$ cat src/design/s256_pkg.sv
// ----------------------------------------------------------------------------
// s256_pkg
// Types, constants and round functions shared by the SHA-256 core.
// ----------------------------------------------------------------------------
`default_nettype none

package s256_pkg;

	localparam int unsigned BlockBytes = 64;
	localparam int unsigned BlockW     = BlockBytes * 8;
	localparam int unsigned NumWords   = 8;
	localparam int unsigned LenPos     = 56;
	localparam logic [7:0]  PadByte    = 8'h80;
	localparam logic [5:0]  LastPos    = 6'd63;
	localparam logic [5:0]  LastRound  = 6'd63;

	typedef logic [31:0] word_t;

	typedef enum logic [2:0] {
		ST_IDLE,
		ST_COMP,
		ST_ADD,
		ST_PAD,
		ST_DONE
	} st_t;

	typedef struct packed {
		logic load;
		logic round;
		logic add;
		logic reinit;
	} rnd_ctl_t;

	typedef struct packed {
		logic       push;
		logic [7:0] data;
		logic       sched;
	} sch_ctl_t;

	function automatic word_t rotr(input word_t x, input int unsigned n);
		return (x >> n) | (x << (32 - n));
	endfunction

	function automatic word_t bsig0(input word_t x);
		return rotr(x, 2) ^ rotr(x, 13) ^ rotr(x, 22);
	endfunction

	function automatic word_t bsig1(input word_t x);
		return rotr(x, 6) ^ rotr(x, 11) ^ rotr(x, 25);
	endfunction

	function automatic word_t ssig0(input word_t x);
		return rotr(x, 7) ^ rotr(x, 18) ^ (x >> 3);
	endfunction

	function automatic word_t ssig1(input word_t x);
		return rotr(x, 17) ^ rotr(x, 19) ^ (x >> 10);
	endfunction

	function automatic word_t init_h(input logic [2:0] idx);
		word_t r;
		case (idx)
			3'd0: r = 32'h6a09e667;
			3'd1: r = 32'hbb67ae85;
			3'd2: r = 32'h3c6ef372;
			3'd3: r = 32'ha54ff53a;
			3'd4: r = 32'h510e527f;
			3'd5: r = 32'h9b05688c;
			3'd6: r = 32'h1f83d9ab;
			3'd7: r = 32'h5be0cd19;
			default: r = '0;
		endcase
		return r;
	endfunction

	function automatic word_t round_k(input logic [5:0] idx);
		word_t r;
		case (idx)
			6'd0:  r = 32'h428a2f98;  6'd1:  r = 32'h71374491;
			6'd2:  r = 32'hb5c0fbcf;  6'd3:  r = 32'he9b5dba5;
			6'd4:  r = 32'h3956c25b;  6'd5:  r = 32'h59f111f1;
			6'd6:  r = 32'h923f82a4;  6'd7:  r = 32'hab1c5ed5;
			6'd8:  r = 32'hd807aa98;  6'd9:  r = 32'h12835b01;
			6'd10: r = 32'h243185be;  6'd11: r = 32'h550c7dc3;
			6'd12: r = 32'h72be5d74;  6'd13: r = 32'h80deb1fe;
			6'd14: r = 32'h9bdc06a7;  6'd15: r = 32'hc19bf174;
			6'd16: r = 32'he49b69c1;  6'd17: r = 32'hefbe4786;
			6'd18: r = 32'h0fc19dc6;  6'd19: r = 32'h240ca1cc;
			6'd20: r = 32'h2de92c6f;  6'd21: r = 32'h4a7484aa;
			6'd22: r = 32'h5cb0a9dc;  6'd23: r = 32'h76f988da;
			6'd24: r = 32'h983e5152;  6'd25: r = 32'ha831c66d;
			6'd26: r = 32'hb00327c8;  6'd27: r = 32'hbf597fc7;
			6'd28: r = 32'hc6e00bf3;  6'd29: r = 32'hd5a79147;
			6'd30: r = 32'h06ca6351;  6'd31: r = 32'h14292967;
			6'd32: r = 32'h27b70a85;  6'd33: r = 32'h2e1b2138;
			6'd34: r = 32'h4d2c6dfc;  6'd35: r = 32'h53380d13;
			6'd36: r = 32'h650a7354;  6'd37: r = 32'h766a0abb;
			6'd38: r = 32'h81c2c92e;  6'd39: r = 32'h92722c85;
			6'd40: r = 32'ha2bfe8a1;  6'd41: r = 32'ha81a664b;
			6'd42: r = 32'hc24b8b70;  6'd43: r = 32'hc76c51a3;
			6'd44: r = 32'hd192e819;  6'd45: r = 32'hd6990624;
			6'd46: r = 32'hf40e3585;  6'd47: r = 32'h106aa070;
			6'd48: r = 32'h19a4c116;  6'd49: r = 32'h1e376c08;
			6'd50: r = 32'h2748774c;  6'd51: r = 32'h34b0bcb5;
			6'd52: r = 32'h391c0cb3;  6'd53: r = 32'h4ed8aa4a;
			6'd54: r = 32'h5b9cca4f;  6'd55: r = 32'h682e6ff3;
			6'd56: r = 32'h748f82ee;  6'd57: r = 32'h78a5636f;
			6'd58: r = 32'h84c87814;  6'd59: r = 32'h8cc70208;
			6'd60: r = 32'h90befffa;  6'd61: r = 32'ha4506ceb;
			6'd62: r = 32'hbef9a3f7;  6'd63: r = 32'hc67178f2;
			default: r = '0;
		endcase
		return r;
	endfunction

endpackage

`default_nettype wire

$ cat src/design/s256_sched.sv
// ----------------------------------------------------------------------------
// s256_sched
// Block buffer and message schedule window: bytes shift in from the low end,
// then each round shifts out w[i] and shifts in w[i+16].
// ----------------------------------------------------------------------------
`default_nettype none

module s256_sched (
	input  logic                clk,
	input  s256_pkg::sch_ctl_t  ctl,
	output s256_pkg::word_t     w_cur
);
	import s256_pkg::*;

	logic [BlockW-1:0] win_q;
	word_t             w_new;

	// word j of the window sits at bits [BlockW-1-32*j -: 32]
	assign w_cur = win_q[BlockW-1 -: 32];
	assign w_new = ssig1(win_q[BlockW-1-32*14 -: 32]) + win_q[BlockW-1-32*9 -: 32]
		+ ssig0(win_q[BlockW-1-32 -: 32]) + w_cur;

	always_ff @(posedge clk) begin
		if (ctl.push) begin
			win_q <= {win_q[BlockW-9:0], ctl.data};
		end else if (ctl.sched) begin
			win_q <= {win_q[BlockW-33:0], w_new};
		end
	end

endmodule

`default_nettype wire

$ cat src/design/s256_round.sv
// ----------------------------------------------------------------------------
// s256_round
// Hash state and the shared compression round, one round per cycle.
// ----------------------------------------------------------------------------
`default_nettype none

module s256_round (
	input  logic                clk,
	input  logic                arst_n,
	input  s256_pkg::rnd_ctl_t  ctl,
	input  logic [5:0]          k_idx,
	input  s256_pkg::word_t     w,
	output s256_pkg::word_t     hash [8]
);
	import s256_pkg::*;

	word_t hash_q [NumWords];
	word_t v_q    [NumWords];
	word_t t1;
	word_t t2;

	always_comb begin
		t1 = v_q[7] + bsig1(v_q[4]) + ((v_q[4] & v_q[5]) ^ (~v_q[4] & v_q[6]))
			+ round_k(k_idx) + w;
		t2 = bsig0(v_q[0]) + ((v_q[0] & v_q[1]) ^ (v_q[0] & v_q[2]) ^ (v_q[1] & v_q[2]));
	end

	always_ff @(posedge clk or negedge arst_n) begin
		if (!arst_n) begin
			for (int i = 0; i < NumWords; i++) hash_q[i] <= init_h(3'(i));
		end else if (ctl.reinit) begin
			for (int i = 0; i < NumWords; i++) hash_q[i] <= init_h(3'(i));
		end else if (ctl.add) begin
			for (int i = 0; i < NumWords; i++) hash_q[i] <= hash_q[i] + v_q[i];
		end
	end

	always_ff @(posedge clk) begin
		if (ctl.load) begin
			v_q <= hash_q;
		end else if (ctl.round) begin
			v_q[0] <= t1 + t2;
			v_q[1] <= v_q[0];
			v_q[2] <= v_q[1];
			v_q[3] <= v_q[2];
			v_q[4] <= v_q[3] + t1;
			v_q[5] <= v_q[4];
			v_q[6] <= v_q[5];
			v_q[7] <= v_q[6];
		end
	end

	assign hash = hash_q;

endmodule

`default_nettype wire

$ cat src/design/sha256_byte_stream_hasher_core.sv
// A byte transaction is taken only while the sequencer is idle; each 64th byte
// starts 64 rounds of the shared round unit, then one hash update. End of
// message shifts pad and length bytes one per cycle to the end of the block
// (over one or two blocks); each padded block is compressed the same way, then
// the digest register is loaded. A new message may start while the digest waits.
// Reset clears the sequencer, counters and output valid and loads the initial hash.
// ----------------------------------------------------------------------------
// sha256_byte_stream_hasher_core
// SHA-256 over a byte stream: sequencer, padding and digest output register.
// ----------------------------------------------------------------------------
`default_nettype none

module sha256_byte_stream_hasher_core (
	input  logic        clk,
	input  logic        arst_n,
	input  logic        item_valid,
	output logic        item_ready,
	input  logic        has_byte,
	input  logic [7:0]  data_byte,
	input  logic        end_of_message,
	output logic        digest_valid,
	input  logic        digest_ready,
	output logic [31:0] digest_word0,
	output logic [31:0] digest_word1,
	output logic [31:0] digest_word2,
	output logic [31:0] digest_word3,
	output logic [31:0] digest_word4,
	output logic [31:0] digest_word5,
	output logic [31:0] digest_word6,
	output logic [31:0] digest_word7
);
	import s256_pkg::*;

	st_t         state_q;
	st_t         state_nxt;
	logic [5:0]  fill_q;
	logic [60:0] count_q;
	logic [5:0]  rnd_q;
	logic        pad_q;
	logic        first_q;
	logic        len_ok_q;
	logic        final_q;
	logic        out_valid_q;
	word_t       dig_q [NumWords];

	sch_ctl_t    sch_ctl;
	rnd_ctl_t    rnd_ctl;
	word_t       w_cur;
	word_t       hash [8];

	logic        accept;
	logic        msg_push;
	logic        done_go;
	logic [63:0] bit_len;
	logic [7:0]  pad_data;

	assign accept   = item_valid && item_ready;
	assign msg_push = accept && has_byte;
	assign done_go  = (state_q == ST_DONE) && (!out_valid_q || digest_ready);
	assign bit_len  = {count_q, 3'b000};

	always_comb begin
		if (first_q) begin
			pad_data = PadByte;
		end else if (len_ok_q && fill_q >= 6'(LenPos)) begin
			pad_data = bit_len[{3'd7 - fill_q[2:0], 3'b000} +: 8];
		end else begin
			pad_data = 8'h00;
		end
	end

	// next state
	always_comb begin
		state_nxt = state_q;
		case (state_q)
			ST_IDLE: begin
				if (msg_push && fill_q == LastPos) begin
					state_nxt = ST_COMP;
				end else if (accept && end_of_message) begin
					state_nxt = ST_PAD;
				end
			end
			ST_COMP: begin
				if (rnd_q == LastRound) state_nxt = ST_ADD;
			end
			ST_ADD: begin
				if (final_q) begin
					state_nxt = ST_DONE;
				end else if (pad_q) begin
					state_nxt = ST_PAD;
				end else begin
					state_nxt = ST_IDLE;
				end
			end
			ST_PAD: begin
				if (fill_q == LastPos) state_nxt = ST_COMP;
			end
			ST_DONE: begin
				if (done_go) state_nxt = ST_IDLE;
			end
			default: state_nxt = ST_IDLE;
		endcase
	end

	// outputs of the sequencer
	always_comb begin
		item_ready     = (state_q == ST_IDLE);
		sch_ctl.push   = msg_push || (state_q == ST_PAD);
		sch_ctl.data   = (state_q == ST_PAD) ? pad_data : data_byte;
		sch_ctl.sched  = (state_q == ST_COMP);
		rnd_ctl.load   = sch_ctl.push && fill_q == LastPos;
		rnd_ctl.round  = (state_q == ST_COMP);
		rnd_ctl.add    = (state_q == ST_ADD);
		rnd_ctl.reinit = done_go;
	end

	always_ff @(posedge clk or negedge arst_n) begin
		if (!arst_n) begin
			state_q     <= ST_IDLE;
			fill_q      <= '0;
			count_q     <= '0;
			rnd_q       <= '0;
			pad_q       <= 1'b0;
			first_q     <= 1'b0;
			len_ok_q    <= 1'b0;
			final_q     <= 1'b0;
			out_valid_q <= 1'b0;
		end else begin
			state_q <= state_nxt;
			if (sch_ctl.push) fill_q <= fill_q + 6'd1;
			rnd_q <= (state_q == ST_COMP) ? rnd_q + 6'd1 : 6'd0;

			if (done_go) begin
				count_q <= '0;
			end else if (msg_push) begin
				count_q <= count_q + 61'd1;
			end

			if (done_go) begin
				pad_q    <= 1'b0;
				first_q  <= 1'b0;
				len_ok_q <= 1'b0;
				final_q  <= 1'b0;
			end else if (accept && end_of_message) begin
				pad_q   <= 1'b1;
				first_q <= 1'b1;
			end else if (state_q == ST_PAD) begin
				first_q <= 1'b0;
				// length goes in this block if the pad byte fit before it,
				// otherwise in the block after the wrap
				if ((first_q && fill_q < 6'(LenPos)) || fill_q == LastPos) begin
					len_ok_q <= 1'b1;
				end
				if (len_ok_q && fill_q == LastPos) final_q <= 1'b1;
			end

			if (done_go) begin
				out_valid_q <= 1'b1;
			end else if (digest_ready) begin
				out_valid_q <= 1'b0;
			end
		end
	end

	always_ff @(posedge clk) begin
		if (done_go) dig_q <= hash;
	end

	s256_sched u_sched (
		.clk   (clk),
		.ctl   (sch_ctl),
		.w_cur (w_cur)
	);

	s256_round u_round (
		.clk    (clk),
		.arst_n (arst_n),
		.ctl    (rnd_ctl),
		.k_idx  (rnd_q),
		.w      (w_cur),
		.hash   (hash)
	);

	assign digest_valid = out_valid_q;
	assign digest_word0 = dig_q[0];
	assign digest_word1 = dig_q[1];
	assign digest_word2 = dig_q[2];
	assign digest_word3 = dig_q[3];
	assign digest_word4 = dig_q[4];
	assign digest_word5 = dig_q[5];
	assign digest_word6 = dig_q[6];
	assign digest_word7 = dig_q[7];

endmodule

`default_nettype wire

$ cat config.mk
export PLATFORM = sky130hd
export DESIGN_NAME = sha256_byte_stream_hasher_core
export DESIGN_NICKNAME = d
export VERILOG_FILES = /design/src/design/s256_pkg.sv /design/src/design/s256_sched.sv /design/src/design/s256_round.sv /design/src/design/sha256_byte_stream_hasher_core.sv
export SDC_FILE = /design/constraint.sdc
export NUM_CORES = 2
export LEC_CHECK = 0
export ABC_AREA = 1
export BUFFER_PORTS_ARGS = -buffer_cell sky130_fd_sc_hd__buf_2
export CORE_ASPECT_RATIO = 1.25
export CORE_MARGIN = 10
export CORE_UTILIZATION = 54
export CTS_BUF_LIST = sky130_fd_sc_hd__clkbuf_4 sky130_fd_sc_hd__clkbuf_8 sky130_fd_sc_hd__clkbuf_16
export DETAILED_ROUTE_END_ITERATION = 12
export GPL_TIMING_DRIVEN = 0
export PLACE_DENSITY = 0.73
export SETUP_SLACK_MARGIN = 0.4
export SLEW_MARGIN = 20
export SYNTH_ARGS = -nofsm -noshare
export SYNTH_HDL_FRONTEND = slang
export SYNTH_SLANG_ARGS = --single-unit
$ cat constraint.sdc
create_clock -name clk -period 14.1 [get_ports clk]
set_input_delay 0.705 -clock clk [delete_from_list [all_inputs] [get_ports clk]]
set_output_delay 0.705 -clock clk [all_outputs]
set_load 0.03 [all_outputs]
After elaboration in Yosys (flattened, before gate mapping)

Memory sizes are Yosys's and may differ from the RTL's.
Cells that the tools add are included.

Add/sub/neg operators: 22
Multiply operators: 0
Divide/modulo/power cells: 0
Order comparisons: 2
Equality and inequality tests: 11
Shift operators: 1
Multiplexer cells: 35
Bitwise logic cells: 27
Reductions and logical operators: 27

Operator list:

| cell                  | number |
|---|---|
| $mux 256              | 4 |
| $mux 512              | 2 |
| $add 32x32->32        | 18 |
| $xor 32x32->32        | 9 |
| $and 32x32->32        | 5 |
| $mux 61               | 2 |
| $shiftx 64x7->8       | 1 |
| $add 61x1->61 const B | 1 |
| $not 32->32           | 1 |
| $or 10x32->32         | 1 |
| $or 13x32->32         | 1 |
| $or 14x32->32         | 1 |
| $or 15x32->32         | 1 |
| $or 19x32->32         | 1 |
| $or 21x32->32         | 1 |
| $or 25x32->32         | 1 |
| $or 26x32->32         | 1 |
| $or 30x32->32         | 1 |
| $or 7x32->32          | 1 |
| $xor 32x22->32        | 1 |
| $xor 32x29->32        | 1 |
| $mux 8                | 3 |
| $mux 3                | 6 |
| $reduce_bool 2->1     | 9 |
| other kinds (22)      | 52 |

Flip-flop bits (word level): 1,361
Latch bits: 0
RAM bits: 0
ROM bits: 2,048
Bits of input ports: 14
Output and inout port bits: 258
Memories: 1

Memories:

| name             | depth | width | read ports | clocked after Yosys merged registers in | write ports | line           | text |
|---|---|---|---|---|---|---|---|
| (name not given) | 64    | 32    | 1          | 0                                       | 0           | s256_pkg.sv:78 | `case (idx)` |

Logic depth before layout (Yosys ltp)

Depth after elaboration: 10
Gate-level depth with buffers: 48

By module

Synthesis repeated with hierarchy kept, for this count alone.

Cell total of the unflattened synthesis: 10,730
Area total of the unflattened synthesis: 88,800.2 µm²

Modules (own cells, without submodules):

| module                         | instances | cells an instance | area an instance (µm²) | sequential area each (µm²) |
|---|---|---|---|---|
| s256_round                     | 1         | 6,740             | 48,534.0               | 14,263.7 |
| s256_sched                     | 1         | 2,883             | 27,044.7               | 15,374.7 |
| sha256_byte_stream_hasher_core | 1         | 1,107             | 13,221.4               | 9,714.3 |

Worst setup path after synthesis

No wires, ideal clock.

Kind: input to register
Start: input port item_valid
End: register u_sched.win_q[0], enable pin
Setup time: 3.677 ns
Arrival time: 9.862 ns
Required time: 10.423 ns
Path slack: 0.561 ns
Cell stages on the path: 6
Buffers on the path: 2
Cells stage by stage: nand3_4 > nand2_2 > inv_2 > clkbuf_1 > clkbuf_1 > nand2_1

Longest elaborated chain between the ends: 4

Ends and longest elaborated chain:

| what                        | line                                  | text |
|---|---|---|
| from (decl)                 | sha256_byte_stream_hasher_core.sv:16  | `input logic item_valid,` |
| $logic_and 1x1->1           | sha256_byte_stream_hasher_core.sv:57  | `assign accept = item_valid && item_ready;` |
| $logic_and 1x1->1           | sha256_byte_stream_hasher_core.sv:58  | `assign msg_push = accept && has_byte;` |
| $logic_or 1x1->1            | sha256_byte_stream_hasher_core.sv:108 | `sch_ctl.push = msg_push \|\| (state_q == ST_PAD);` |
| $reduce_bool 2->1 (no line) | n/a                                   |  |
| to (signal assigned)        | s256_sched.sv:25                      | `win_q <= {win_q[BlockW-9:0], ctl.data};` |
| to (signal assigned)        | s256_sched.sv:27                      | `win_q <= {win_q[BlockW-33:0], w_new};` |
| to (decl)                   | s256_sched.sv:15                      | `logic [BlockW-1:0] win_q;` |

Every way passes these cells.
A chain may end at the register's enable or synchronous reset.

Final worst setup path

Start: register rnd_q[0]
End: register u_round.v_q[251] (netlist bit) (data pin)

Longest elaborated chain between the ends: 6

Ends and longest elaborated chain:

| what                        | line                                  | text |
|---|---|---|
| from (decl)                 | sha256_byte_stream_hasher_core.sv:38  | `logic [5:0] rnd_q;` |
| from (signal assigned)      | sha256_byte_stream_hasher_core.sv:131 | `rnd_q <= (state_q == ST_COMP) ? rnd_q + 6'd1 : 6'd0;` |
| $mem_v2 64x32               | n/a                                   |  |
| $add 32x32->32 (2 in a row) | s256_round.sv:24                      | `+ round_k(k_idx) + w;` |
| $add 32x32->32              | s256_round.sv:42                      | `v_q[0] <= t1 + t2;` |
| $mux 256                    | s256_round.sv:41                      | `end else if (ctl.round) begin` |
| $mux 256                    | s256_round.sv:39                      | `if (ctl.load) begin` |
| to (signal assigned)        | s256_round.sv:40                      | `v_q <= hash_q;` |
| to (decl)                   | s256_round.sv:18                      | `word_t v_q [NumWords];` |

Every way passes these cells. The select of a mux whose other input is x is not followed.

==> impl_metrics.ini <==
[sta]
skew_ns = 0.04025
finalCriticalPeriod_ns = 10.89
worstMarginPinSlew_ns = 1.349
hold_viol = 0
slew_headroom = 0.1004
grt_setup_unrepaired = no
drv_slew = 0
final.setup.tns_ns = 0
finalSetupViolations = 0
max_freq_ghz = 0.09185
period_share = 0.7722

[clock_network]
clk_pin_slew_ns = 0.06
clock-sinks = 1361
ctsResizeCount = 0
cts_buffers = 140
clock_latency_ns = 0.85
cts_setup_buffers = 0
cts_tree = built
clk_path_buf_depth = 3
cts-root-buf = clkbuf_16
cts_htree_levels = 4

[status]
outcome = finished, violations left
violations = DRC

[synth]
ys_seq_area_frac = 0.4460
yosys-top-cells-count = nand2_1 (3453), inv_1 (1183), edfxtp_1 (1024)
synthCells = 10740
synth_area_mm2 = 0.08823
synth_area_leaders = edfxtp_1 (35%), nand2_1 (15%), dfrtp_1 (5.7%)
ys_types = 64
async_reset_ff_frac = 0.2476
yosysMostFrequentCell = nand2_1
synth_ff_type = edfxtp_1
ys_warn_count = 0
ys_seq_elements = 1361
yosysTopAreaCell = edfxtp_1
synth_edf_count = 1024
synth_nets = 11340
synth_top_area_share = 0.3485
synth.avg_cell_area_um2 = 8.216

[floorplan]
die_w_um = 381.5
core_mm2 = 0.1621
design.die.area_mm2 = 0.1801
die_h_um = 471.9
rows = 165
start_util = 0.5444
ios = 272

[setup_path]
arrival_ns = 11.46
worstSetupEndpoint = u_round.v_q[251]
start_kind = register
crit-reg2reg-launch = rnd_q[0]
required_ns = 14.67
end_kind = register
reg2reg_slack_ns = 3.21
critPathMaxStageDelay_ns = 0.62
setup.worst_path.start = rnd_q[0]
critPathMostFrequentCell = nand2_1
r2r-end = u_round.v_q[251]
crit_slowest_cell = xor2_1
critPathKind = reg -> reg
worst-r2r-cell-count = 37
worstPathMaxFanout = 11

[layout]
finalNetCount = 11790
drive_above_1_share = 0.08049
final_cells = 13500
area_growth_pct = 11.24

[grt]
antenna_found_initial = 28
grt_max_degree = 81
grt_pass1_wl_mm = 530.2
grt_pass1_vias = 78550
gr-total-overflow = 0
grt.total_usage = 0.3984

[route]
detail_route.vias_per_cell = 6.132
wl_per_cell_um = 27.41
first_iter_violations = 11470
drc = 3
route.final.wire_length_mm = 370.0
ant_nets = 0
num_vias = 82770
firstDrtPassIters = 10

[place]
io_buffers = 271
gp_congestion = 1.079
dp_cells = 13220
place_hpwl_mm = 293.0

[job]
maxCapViolations = 0

[hold_path]
hp-class = in -> reg
hold_path_depth = 4
-- worst max-delay path: cells and delay by family (launching register included) --
family / cells / cell delay (ns)
compound gates: 6 / 1.67
simple gates: 16 / 2.49
flops: 1 / 0.57
buf+inv: 6 / 1.52
xor+xnor: 1 / 0.62
fa+ha+maj: 8 / 3.74
-- metrics by stage --
| stage | util | instance area (um2) | setup WS [ns] | hold WS (ns) |
|---|---|---|---|---|
| detailed placement | 0.5758 | 93310 | 3.600 | 0.4717 |
| CTS | 0.6053 | 98100 | 3.586 | 0.2153 |
| global placement | 0.5696 | 92310 | -4.433 | 0.4643 |
| finish | 0.6056 | 98150 | 3.213 | 0.2517 |
| floorplan | - | 88230 | 0.5606 | 0.4094 |
| global route | 0.6054 | 98110 | 2.790 | 0.2792 |
-- sequential cells by signal (all words and copies together) (netlist names), 3 cells and up --
register and flops:
digest_word3 32, digest_word4 32, fill_q 6, digest_word7 32, u_sched.win_q 512, digest_word1 32, state_q 3, u_round.hash 256
rnd_q 6, count_q 61, digest_word6 32, digest_word0 32, u_round.v_q 256, digest_word5 32, digest_word2 32
-- how the worst min path moves through the flow --
stage,startpoint,endpoint,slack (ns)
6_report,digest_ready,digest_valid,0.25
5_1_grt,digest_ready,digest_valid,0.28
4_1_cts,digest_ready,digest_valid,0.22
3_5_place_dp,fill_q[5],fill_q[5],0.47
3_3_place_gp,fill_q[5],fill_q[5],0.46
2_1_floorplan,arst_n,count_q[0],0.41
-- metal layers --
metal  share of wire  wire length (um)  GRT usage
met4           0.084             30930     0.2705
met2            0.45            165800     0.6293
met1            0.35            131100     0.4822
met3            0.11             42040    0.09593
met5         0.00023                86          0
-- cell usage in the layout, fill, tap and decap left out, drive strengths merged, types with 97 or more instances in the layout --
| cell type | instances |
|---|---|
| buf | 457 |
| ha | 395 |
| xor2 | 224 |
| nand2 | 3457 |
| o21ai | 729 |
| edfxtp | 1024 |
| a21oi | 599 |
| nor3 | 121 |
| clkbuf | 421 |
| nand4 | 132 |
| fa | 195 |
| inv | 1199 |
| dfrtp | 201 |
| dfstp | 136 |
| xnor2 | 154 |
| nor2 | 741 |
| o22ai | 97 |
| nand3 | 457 |
-- what timing repair did --
action	in CTS	in global routing
hold buffers	1	0
endpoints found under the setup margin	0	0
hold endpoints to repair	54	0
-- area by class of cell --
| type | count | area [um2] |
|---|---|---|
| inverter | 1193 | 4478 |
| tap | 2171 | 2716 |
| buffer | 394 | 1723 |
| multi-input combinational | 7791 | 42740 |
| clock inverter | 82 | 950.9 |
| fill | 14400 | 63910 |
| sequential | 1361 | 39350 |
| antenna | 20 | 50.05 |
| clock buffer | 176 | 3827 |
| timing repair buffer | 309 | 2312 |
-- cells by family (layout without fill, tap and decap cells) --
kind of cell               after synthesis  count (layout)  synth area share
and+or+nand+nor                       5014            5014            0.2302
adders and majority gates              610             610            0.1025
AOI/OAI and AO/OA                     1777            1777            0.1125
buffers and inverters                 1587            2154           0.06987
xor gates and xnor gates               378             378           0.03752
DFF                                   1361            1361            0.4460
muxes                                   12              12          0.001361
other                                    0              20                 0
Power is not shown: default switching activity piles up to over one toggle a cycle in this logic, so the estimate is an artifact.
